$ cat src/hdl/windowed_event_rate_meter_top_assert.svh
// Assertion macros for the windowed event rate meter.
// Used by the back-end module; compiled out when SYNTH is set.
`ifndef WINDOWED_EVENT_RATE_METER_TOP_ASSERT_SVH
`define WINDOWED_EVENT_RATE_METER_TOP_ASSERT_SVH
`ifndef SYNTH
`define WER_ASSERT(lbl, clk, rst, prop) \
  lbl: assert property (@(posedge clk) disable iff (rst) prop) \
    else $error("wer assertion failed");
`define WER_ASSERT_ALWAYS(lbl, clk, prop) \
  lbl: assert property (@(posedge clk) prop) \
    else $error("wer assertion failed");
`else
`define WER_ASSERT(lbl, clk, rst, prop)
`define WER_ASSERT_ALWAYS(lbl, clk, prop)
`endif
`endif

$ cat src/hdl/wer_pkg.sv
// Shared widths, constants and types of the windowed event rate meter.
// No dependencies; imported by every module of the block.
`default_nettype none
package wer_pkg;
  localparam int TIME_W   = 40;
  localparam int COUNT_W  = 32;
  localparam int WIN_W    = 32;
  localparam int RATE_W   = 48;
  localparam int FRAC_W   = 8;
  localparam int US_W     = 20;
  localparam int MUL_W    = COUNT_W + US_W;
  localparam int NUM_W    = MUL_W + FRAC_W;
  localparam int STEP_W   = $clog2(NUM_W);
  localparam int QDEPTH   = 2;
  localparam int QPTR_W   = $clog2(QDEPTH);
  localparam int QCNT_W   = $clog2(QDEPTH + 1);

  localparam logic [US_W-1:0]    US_PER_SEC   = US_W'(1000000);
  localparam logic [WIN_W-1:0]   WINDOW_RESET = WIN_W'(1000000);
  localparam logic [COUNT_W-1:0] COUNT_MAX    = '1;

  // one classified event handed from front to back
  typedef struct packed {
    logic               closed;
    logic [COUNT_W-1:0] total;
    logic [TIME_W-1:0]  ts;
    logic [COUNT_W-1:0] win_count;
    logic [TIME_W-1:0]  elapsed;
  } wer_cmd_t;

  typedef enum logic [1:0] {
    S_IDLE,
    S_MUL,
    S_DIV,
    S_OUT
  } wer_state_t;
endpackage
`default_nettype wire

$ cat src/hdl/wer_front.sv
// Front end: accepts events, keeps counts and window start, flags window closure.
// Depends on wer_pkg.
`default_nettype none
module wer_front (
  input  logic                         clk,
  input  logic                         rst,
  input  logic                         cfg_we,
  input  logic [wer_pkg::WIN_W-1:0]    cfg_wdata,
  input  logic                         s_valid,
  output logic                         s_ready,
  input  logic [wer_pkg::TIME_W-1:0]   s_ts,
  output logic                         cmd_valid,
  output wer_pkg::wer_cmd_t            cmd,
  input  logic                         cmd_ready
);
  import wer_pkg::*;

  logic [WIN_W-1:0]   window_us;
  logic [COUNT_W-1:0] event_total;
  logic [COUNT_W-1:0] window_events;
  logic [TIME_W-1:0]  window_start;

  logic [COUNT_W-1:0] total_inc;
  logic [COUNT_W-1:0] win_inc;
  logic [TIME_W-1:0]  elapsed;
  logic               closed;
  logic               push;

  assign s_ready   = cmd_ready;
  assign cmd_valid = s_valid;
  assign push      = s_valid && cmd_ready;

  always_comb begin
    total_inc = (event_total == COUNT_MAX) ? event_total : event_total + 1'b1;
    win_inc   = (window_events == COUNT_MAX) ? window_events : window_events + 1'b1;
    // time running backwards counts as no elapsed time
    elapsed   = (s_ts >= window_start) ? s_ts - window_start : '0;
    closed    = elapsed >= TIME_W'(window_us);

    cmd.closed    = closed;
    cmd.total     = total_inc;
    cmd.ts        = s_ts;
    cmd.win_count = win_inc - 1'b1;
    cmd.elapsed   = elapsed;
  end

  always_ff @(posedge clk) begin
    if (rst) begin
      window_us     <= WINDOW_RESET;
      event_total   <= '0;
      window_events <= '0;
      window_start  <= '0;
    end else begin
      if (cfg_we) begin
        window_us <= cfg_wdata;
      end
      if (push) begin
        event_total <= total_inc;
        if (closed) begin
          window_start  <= s_ts;
          window_events <= '0;
        end else begin
          window_events <= win_inc;
        end
      end
    end
  end
endmodule
`default_nettype wire

$ cat src/hdl/wer_queue.sv
// Short command queue between front and back end.
// Depends on wer_pkg.
`default_nettype none
module wer_queue (
  input  logic               clk,
  input  logic               rst,
  input  logic               in_valid,
  output logic               in_ready,
  input  wer_pkg::wer_cmd_t  in_cmd,
  output logic               out_valid,
  input  logic               out_ready,
  output wer_pkg::wer_cmd_t  out_cmd
);
  import wer_pkg::*;

  wer_cmd_t          slots [QDEPTH];
  logic [QPTR_W-1:0] wr_ptr;
  logic [QPTR_W-1:0] rd_ptr;
  logic [QCNT_W-1:0] count;
  logic              push;
  logic              pop;

  assign in_ready  = count != QCNT_W'(QDEPTH);
  assign out_valid = count != '0;
  assign out_cmd   = slots[rd_ptr];
  assign push      = in_valid && in_ready;
  assign pop       = out_valid && out_ready;

  always_ff @(posedge clk) begin
    if (push) begin
      slots[wr_ptr] <= in_cmd;
    end
  end

  always_ff @(posedge clk) begin
    if (rst) begin
      wr_ptr <= '0;
      rd_ptr <= '0;
      count  <= '0;
    end else begin
      if (push) begin
        wr_ptr <= wr_ptr + 1'b1;
      end
      if (pop) begin
        rd_ptr <= rd_ptr + 1'b1;
      end
      if (push && !pop) begin
        count <= count + 1'b1;
      end else if (pop && !push) begin
        count <= count - 1'b1;
      end
    end
  end
endmodule
`default_nettype wire

$ cat src/hdl/wer_back.sv
// Back end: computes both rates with one shared bit-serial divider, holds
// the rate registers and drives the result register. Depends on wer_pkg.
`default_nettype none
`include "windowed_event_rate_meter_top_assert.svh"
module wer_back (
  input  logic                          clk,
  input  logic                          rst,
  input  logic                          q_valid,
  output logic                          q_ready,
  input  wer_pkg::wer_cmd_t             q_cmd,
  output logic                          m_valid,
  input  logic                          m_ready,
  output logic                          m_closed,
  output logic [wer_pkg::COUNT_W-1:0]   m_total,
  output logic [wer_pkg::RATE_W-1:0]    m_trate,
  output logic [wer_pkg::RATE_W-1:0]    m_rrate
);
  import wer_pkg::*;

  wer_state_t         state;
  wer_state_t         state_next;
  wer_cmd_t           cur;
  logic               sel;        // 0: total rate, 1: recent rate
  logic [NUM_W-1:0]   num;
  logic [TIME_W-1:0]  den;
  logic [TIME_W-1:0]  rem;
  logic [NUM_W-1:0]   quo;
  logic [STEP_W-1:0]  step;
  logic               num_zero;
  logic [RATE_W-1:0]  rate_t;
  logic [RATE_W-1:0]  rate_r;

  logic [COUNT_W-1:0] count_sel;
  logic [TIME_W-1:0]  den_sel;
  logic [MUL_W-1:0]   prod;
  logic [TIME_W:0]    rem_sh;
  logic               rem_ge;
  logic [TIME_W:0]    rem_new;
  logic [NUM_W-1:0]   quo_new;
  logic [RATE_W-1:0]  rate_res;
  logic               out_load;

  assign q_ready  = state == S_IDLE;
  assign out_load = (state == S_OUT) && (!m_valid || m_ready);

  always_comb begin
    count_sel = sel ? cur.win_count : cur.total;
    den_sel   = sel ? cur.elapsed : cur.ts;
    prod      = MUL_W'(count_sel) * MUL_W'(US_PER_SEC);
    rem_sh    = {rem, num[NUM_W-1]};
    rem_ge    = rem_sh >= {1'b0, den};
    rem_new   = rem_ge ? rem_sh - {1'b0, den} : rem_sh;
    quo_new   = {quo[NUM_W-2:0], rem_ge};
    // zero numerator gives zero even over a zero divisor; a quotient too wide for RATE_W saturates
    if (num_zero) begin
      rate_res = '0;
    end else if (|quo_new[NUM_W-1:RATE_W]) begin
      rate_res = '1;
    end else begin
      rate_res = quo_new[RATE_W-1:0];
    end
  end

  always_comb begin
    state_next = state;
    case (state)
      S_IDLE: begin
        if (q_valid) begin
          state_next = q_cmd.closed ? S_MUL : S_OUT;
        end
      end
      S_MUL: state_next = S_DIV;
      S_DIV: begin
        if (step == '0) begin
          state_next = sel ? S_OUT : S_MUL;
        end
      end
      S_OUT: begin
        if (out_load) begin
          state_next = S_IDLE;
        end
      end
      default: state_next = S_IDLE;
    endcase
  end

  always_ff @(posedge clk) begin
    if (rst) begin
      state <= S_IDLE;
    end else begin
      state <= state_next;
    end
  end

  always_ff @(posedge clk) begin
    case (state)
      S_IDLE: begin
        if (q_valid) begin
          cur <= q_cmd;
          sel <= 1'b0;
        end
      end
      S_MUL: begin
        num      <= NUM_W'(prod) << FRAC_W;
        den      <= den_sel;
        rem      <= '0;
        quo      <= '0;
        step     <= STEP_W'(NUM_W - 1);
        num_zero <= count_sel == '0;
      end
      S_DIV: begin
        num  <= num << 1;
        rem  <= rem_new[TIME_W-1:0];
        quo  <= quo_new;
        step <= step - 1'b1;
        if (step == '0) begin
          sel <= 1'b1;
        end
      end
      default: begin
      end
    endcase
  end

  always_ff @(posedge clk) begin
    if (rst) begin
      rate_t <= '0;
      rate_r <= '0;
    end else if (state == S_DIV && step == '0) begin
      if (sel) begin
        rate_r <= rate_res;
      end else begin
        rate_t <= rate_res;
      end
    end
  end

  always_ff @(posedge clk) begin
    if (rst) begin
      m_valid <= 1'b0;
    end else if (out_load) begin
      m_valid <= 1'b1;
    end else if (m_ready) begin
      m_valid <= 1'b0;
    end
  end

  always_ff @(posedge clk) begin
    if (out_load) begin
      m_closed <= cur.closed;
      m_total  <= cur.total;
      m_trate  <= rate_t;
      m_rrate  <= rate_r;
    end
  end

  `WER_ASSERT(a_div_only_closed, clk, rst, (state == S_DIV) |-> cur.closed)
  `WER_ASSERT(a_rem_below_den, clk, rst, (state == S_DIV && den != '0) |-> (rem < den))
  `WER_ASSERT(a_second_div_ends, clk, rst, (state == S_DIV && step == '0 && sel) |=> (state == S_OUT))
endmodule
`default_nettype wire

$ cat src/hdl/windowed_event_rate_meter_top.sv
// Top level of the windowed event rate meter.
// Depends on wer_pkg, wer_front, wer_queue and wer_back.
`default_nettype none
// An event that does not close a window passes front end, queue and back end
// and reaches the result register through a queue slot and the back end's
// idle and output states. An event that closes the window also passes through
// the shared divider in the back end, which produces one quotient bit per
// cycle, first for the total rate and then for the recent rate. The front
// end keeps counting and takes up to two more events into the queue while
// the divider is busy. A result waiting on m_axis_tready holds the back end
// in its output state, and the input stalls once the queue is full.
module windowed_event_rate_meter_top (
  input  logic                           clk,
  input  logic                           rst,
  input  logic                           cfg_we,
  input  logic [wer_pkg::WIN_W-1:0]      cfg_wdata,      // window_us
  input  logic                           s_axis_tvalid,
  output logic                           s_axis_tready,
  input  logic [wer_pkg::TIME_W-1:0]     s_axis_tdata,   // timestamp_us
  output logic                           m_axis_tvalid,
  input  logic                           m_axis_tready,
  // total_count [31:0], rate since reset [79:32], recent_rate_fp [127:80]
  output logic [127:0]                   m_axis_tdata,
  output logic [0:0]                     m_axis_tuser    // window_closed
);
  import wer_pkg::*;

  logic               f_valid;
  logic               f_ready;
  wer_cmd_t           f_cmd;
  logic               b_valid;
  logic               b_ready;
  wer_cmd_t           b_cmd;
  logic               m_closed;
  logic [COUNT_W-1:0] m_total;
  logic [RATE_W-1:0]  m_trate;
  logic [RATE_W-1:0]  m_rrate;

  wer_front u_front (
    .clk       (clk),
    .rst       (rst),
    .cfg_we    (cfg_we),
    .cfg_wdata (cfg_wdata),
    .s_valid   (s_axis_tvalid),
    .s_ready   (s_axis_tready),
    .s_ts      (s_axis_tdata),
    .cmd_valid (f_valid),
    .cmd       (f_cmd),
    .cmd_ready (f_ready)
  );

  wer_queue u_queue (
    .clk       (clk),
    .rst       (rst),
    .in_valid  (f_valid),
    .in_ready  (f_ready),
    .in_cmd    (f_cmd),
    .out_valid (b_valid),
    .out_ready (b_ready),
    .out_cmd   (b_cmd)
  );

  wer_back u_back (
    .clk      (clk),
    .rst      (rst),
    .q_valid  (b_valid),
    .q_ready  (b_ready),
    .q_cmd    (b_cmd),
    .m_valid  (m_axis_tvalid),
    .m_ready  (m_axis_tready),
    .m_closed (m_closed),
    .m_total  (m_total),
    .m_trate  (m_trate),
    .m_rrate  (m_rrate)
  );

  assign m_axis_tdata = {m_rrate, m_trate, m_total};
  assign m_axis_tuser = m_closed;
endmodule
`default_nettype wire

$ cat config.mk
export PLATFORM = sky130hd
export DESIGN_NAME = windowed_event_rate_meter_top
export DESIGN_NICKNAME = d
export VERILOG_FILES = /design/src/hdl/wer_pkg.sv /design/src/hdl/wer_front.sv /design/src/hdl/wer_queue.sv /design/src/hdl/wer_back.sv /design/src/hdl/windowed_event_rate_meter_top.sv
export VERILOG_INCLUDE_DIRS = /design/src /design/src/hdl
export SDC_FILE = /design/constraint.sdc
export NUM_CORES = 2
export LEC_CHECK = 0
export ABC_AREA = 1
export BUFFER_PORTS_ARGS = -buffer_cell sky130_fd_sc_hd__buf_4
export CAP_MARGIN = 0
export CORE_ASPECT_RATIO = 1.75
export CORE_MARGIN = 5
export CORE_UTILIZATION = 60
export CTS_BUF_LIST = sky130_fd_sc_hd__clkbuf_2 sky130_fd_sc_hd__clkbuf_4 sky130_fd_sc_hd__clkbuf_8
export DETAILED_ROUTE_END_ITERATION = 10
export PLACE_DENSITY = 0.8
export SETUP_SLACK_MARGIN = 0.4
export SYNTH_ARGS = -nofsm -noshare
export SYNTH_HDL_FRONTEND = slang
export SYNTH_SLANG_ARGS = --single-unit
$ cat constraint.sdc
create_clock -name clk -period 13.1 [get_ports clk]
set_input_delay 1.31 -clock clk [delete_from_list [all_inputs] [get_ports clk]]
set_output_delay 1.31 -clock clk [all_outputs]
set_load 0.02 [all_outputs]
==> impl_table.tex <==
\begin{tabular}{lr}
\hline
Metric & Value \\
\hline
\multicolumn{2}{l}{\textbf{Detailed routing}} \\
\quad Routed wire length & approximately 130000 microns \\
\quad Drt pass-1 iters & 8 \\
\quad Routed vias/inst & between 5 and 6 \\
\quad DR DRC count & 0 \\
\quad 1st-iter DRT viols & 2920 \\
\quad Vias & about 39000 \\
\quad Routed wirelength normalized by instance count & 19.32 microns \\
\quad Final ANT Viol Nets & 0 \\
\multicolumn{2}{l}{\textbf{Critical path}} \\
\quad Crit path max fanout & 75 \\
\quad Element type at the critical path end & flip-flop \\
\quad Required time of the critical path & 13690 ps \\
\quad Category of the worst setup path launch point & flip-flop \\
\quad Critical path type & reg2reg \\
\quad Worst EP arrival & 8300 ps \\
\multicolumn{2}{l}{\textbf{Placed design}} \\
\quad Number of input and output port buffers inserted & 207 \\
\quad Setup WS pre-CTS & 5450 ps \\
\quad Hpwl dp & 100600 microns \\
\quad Number of cells in the design after placement & 6715 \\
\quad Gp weighted congestion & 0.9783 \\
\multicolumn{2}{l}{\textbf{Synth}} \\
\quad Most frequent cell after synthesis & sky130\_fd\_sc\_hd\_\_nand2\_1 \\
\quad Unique masters post-synth & 58 \\
\quad Simple-gate area share of the yosys netlist & 15.23\% \\
\quad Warnings, synthesis & 0 \\
\quad Post-Synthesis Cell Area & 53100 sq um \\
\quad Largest family of logic cells by synthesized area & simple AND/OR/NAND/NOR gates \\
\quad Share of the synthesized area in the top cell type & 42.81\% \\
\quad Most frequent cells after synthesis & sky130\_fd\_sc\_hd\_\_nand2\_1 (1022), sky130\_fd\_sc\_hd\_\_inv\_1 (795), sky130\_fd\_sc\_hd\_\_edfxtp\_1 (757) \\
\quad Number of standard cells after synthesis & 5460 \\
\quad Top cells by area, synth & sky130\_fd\_sc\_hd\_\_edfxtp\_1 (43\%), sky130\_fd\_sc\_hd\_\_dfxtp\_1 (9.0\%), sky130\_fd\_sc\_hd\_\_nand2\_1 (7.2\%), sky130\_fd\_sc\_hd\_\_ha\_1 (6.8\%), sky130\_fd\_sc\_hd\_\_inv\_1 (5.6\%) \\
\quad Synthesized-area fraction occupied by ao, oa, aoi and oai cells & under 10\% \\
\quad Portion of the post-synthesis area used by sequential elements & 51.86\% \\
\quad Post-synth ARST share & 0\% \\
\quad Register bit count reported by yosys & roughly 1000 \\
\quad Most used flip-flop cell after synthesis & sky130\_fd\_sc\_hd\_\_edfxtp\_1 \\
\quad Mean area per synthesized cell & 9.725 sq um \\
\quad Nets in the synthesized netlist & between 5000 and 6000 \\
\quad Number of flops mapped to enable cells by yosys & 757 \\
\quad Mux cell area share after synthesis & 3.075\% \\
\quad Most area-hungry cell type in the Yosys netlist & sky130\_fd\_sc\_hd\_\_edfxtp\_1 \\
\quad Synthesized-area fraction occupied by xor and xnor cells & 1.864\% \\
\quad Adder-cell share of the synthesized area & 12.00\% \\
\multicolumn{2}{l}{\textbf{Run status}} \\
\quad Result of the run & finished, final reports clean \\
\multicolumn{2}{l}{\textbf{GRT}} \\
\quad All-layer global routing usage & 27.93\% \\
\quad Fraction of met2 tracks used by global routing & 52.01\% \\
\quad Maximum number of pins on one net before global-route repair & 150 \\
\quad Met1 global-route usage & 30.38\% \\
\quad Global routing's busiest layer & met2 \\
\quad Global route total overflow & 0 \\
\quad Met3 global-route usage & 4.464\% \\
\quad Wire length of the first global-routing pass & approximately 210000 microns \\
\quad Number of global-route vias before repair & 38853 \\
\quad Antenna violations before repair & 3 \\
\multicolumn{2}{l}{\textbf{STA}} \\
\quad Highest clock frequency the design can meet & 129.7 MHz \\
\quad Unrepaired setup endpoints after global routing & false \\
\quad Hold Fails Final Rpt & 0 \\
\quad Clock Skews & 43.58 ps \\
\quad Period minus WS final & 7712 ps \\
\quad Slew at the pin closest to its max-slew limit & 1139 ps \\
\quad Post-layout worst setup margin & 5388 ps \\
\quad Number of setup violations in the final report & 0 \\
\quad Number of max-slew violations in the final report & 0 \\
\quad Ratio of final minimum period to clock period & 58.87\% \\
\quad Final sum of negative setup slack & 0 ps \\
\quad Max transition margin & 23.26\% \\
\multicolumn{2}{l}{\textbf{Clocking}} \\
\quad Number of clock sinks & about 1000 \\
\quad Clock slew seen by the registers of the worst setup and hold paths & $\sim$70 ps \\
\quad Number of gates resized after CTS & 0 \\
\quad TritonCTS buffer count & 139 \\
\quad Clock Tree Root & sky130\_fd\_sc\_hd\_\_clkbuf\_8 \\
\quad Count of hold buffers inserted by post-cts repair & 0 \\
\quad Longest Clk Path Bufs & 3 \\
\quad Post-CTS setup buffers & 0 \\
\quad Worst-Skew Late Latency & about 870 ps \\
\quad H-tree Lvls & 4 \\
\quad CTS tree & built \\
\multicolumn{2}{l}{\textbf{Cells and area}} \\
\quad Total area of multi-input combinational cells & 21910 sq um \\
\quad Final-stage net count & 6192 \\
\quad Fraction of layout instances using a drive strength above 1 & a little over an eighth \\
\quad Area growth syn-to-layout & 10.97\% \\
\quad Flip-flop and latch area & 27540 sq um \\
\quad Core occupancy in the finished layout & about two thirds \\
\quad Count of placed standard cells in the final layout, fillers left out & 6973 \\
\quad Count of fill cells added during filler insertion & 6940 \\
\multicolumn{2}{l}{\textbf{Floorplanning}} \\
\quad Width of the die & $\sim$230 microns \\
\quad Die Span Y & 403.5 microns \\
\quad Std-Cell Rows & 144 \\
\quad Floorplan die area & approximately 95000 sq um \\
\quad Initial core utilization & 60.39\% \\
\quad I/O pin total & 208 \\
\quad Std-Cell Core Area & 87920 sq um \\
\multicolumn{2}{l}{\textbf{Run}} \\
\quad Count of max-cap constraint violations & 0 \\
\multicolumn{2}{l}{\textbf{Hold path}} \\
\quad Worst min-delay path category & reg2reg \\
\hline
\end{tabular}
==> cells by family after synthesis <==
| group | Yosys count |
|---|---|
| AO/OA/AOI/OAI | 899 |
| XOR/XNOR | 113 |
| adder cells (fa/ha/maj) | 427 |
| buffers and inverters | 980 |
| flip-flops | 997 |
| multiplexers | 145 |
| AND/OR/NAND/NOR | 1899 |
==> final cells by class <==
| cell class | count | area share [%] |
|---|---|---|
| sequential | 997 | 46.74 |
| multi-input combinational | 3483 | 37.19 |
| inverter | 811 | 5.170 |
| clock buffer | 200 | 4.183 |
| timing repair buffer | 256 | 3.283 |
| tap | 1168 | 2.480 |
| clock inverter | 57 | 0.9555 |
| antenna | 1 | 0.004247 |
==> worst paths after layout <==
path | start | endpoint | slack [ps] | cells past startpoint
setup / recovery | u_back.sel$_DFFE_PP_ | u_back.num[48]$_DFFE_PP_ | 5390 | 27
hold / removal | u_back.rate_t[28]$_SDFFE_PP0P_ | u_back.m_trate[28]$_DFFE_PP_ | 420 | 0
setup reg to reg | u_back.sel$_DFFE_PP_ | u_back.num[48]$_DFFE_PP_ | 5390 | 27
hold reg to reg | u_back.rate_t[28]$_SDFFE_PP0P_ | u_back.m_trate[28]$_DFFE_PP_ | 420 | 0
==> critical path, cell delays in order (launching register included) <==
cell	delay (ps)
sky130_fd_sc_hd__edfxtp_1	320
sky130_fd_sc_hd__buf_4	610
sky130_fd_sc_hd__inv_2	360
sky130_fd_sc_hd__or2_2	370
sky130_fd_sc_hd__o21ai_0	310
sky130_fd_sc_hd__inv_1	300
sky130_fd_sc_hd__fa_1	600
sky130_fd_sc_hd__fa_1	460
sky130_fd_sc_hd__fa_1	570
sky130_fd_sc_hd__fa_1	420
sky130_fd_sc_hd__ha_1	280
sky130_fd_sc_hd__inv_1	50
sky130_fd_sc_hd__fa_1	490
sky130_fd_sc_hd__inv_1	40
sky130_fd_sc_hd__ha_1	340
sky130_fd_sc_hd__nand2_1	120
sky130_fd_sc_hd__nor2_1	140
sky130_fd_sc_hd__nand4_1	130
sky130_fd_sc_hd__o21ai_0	280
sky130_fd_sc_hd__a21oi_1	130
sky130_fd_sc_hd__o21ai_0	480
sky130_fd_sc_hd__nand2_1	100
sky130_fd_sc_hd__nand2_1	160
sky130_fd_sc_hd__nand2_1	110
sky130_fd_sc_hd__nand2_1	70
sky130_fd_sc_hd__nand2_1	50
sky130_fd_sc_hd__nand3_1	60
sky130_fd_sc_hd__nand2_1	50
==> metrics by stage <==
step           hold slack, ps  instance area [sq um]
6_report                421.0                  58930
2_1_floorplan           400.3                  53100
5_1_grt                 431.2                  58930
3_3_place_gp            409.4                  55900
4_1_cts                 417.0                  58920
3_5_place_dp            409.6                  55900
==> sequential cells by signal (all words and copies together) (netlist names), 46 cells and up, named ones only <==
name	count
u_back.m_trate	48
u_queue.slots	290
u_back.rate_t	48
u_back.rate_r	48
u_back.num	46
u_back.cur	145
u_back.m_rrate	48
u_back.quo	59
==> layout by cell type, fill, tap and decap left out, types with 54 or more instances in the layout <==
cell type                     n
sky130_fd_sc_hd__inv_1      794
sky130_fd_sc_hd__or2_2       85
sky130_fd_sc_hd__a21oi_1    405
sky130_fd_sc_hd__nor3_1      54
sky130_fd_sc_hd__nand3_1    236
sky130_fd_sc_hd__nand2_1   1021
sky130_fd_sc_hd__clkbuf_8   154
sky130_fd_sc_hd__nor2_1     388
sky130_fd_sc_hd__xor2_1      80
sky130_fd_sc_hd__edfxtp_1   757
sky130_fd_sc_hd__o21ai_0    386
sky130_fd_sc_hd__dfxtp_1    239
sky130_fd_sc_hd__fa_1       137
sky130_fd_sc_hd__buf_4      255
sky130_fd_sc_hd__mux2_2     145
sky130_fd_sc_hd__ha_1       287
==> layer usage <==
metal  part of all wire (%)  vias to the layer above
met5                 0.0082                        -
met4                    6.0                        2
met3                    5.1                      399
li1                       -                    18684
met1                     36                    18390
met2                     53                     1291
Power is left out: the tool's default activity adds up to more than one toggle a clock period on the data nets, which glitch-free logic cannot reach.
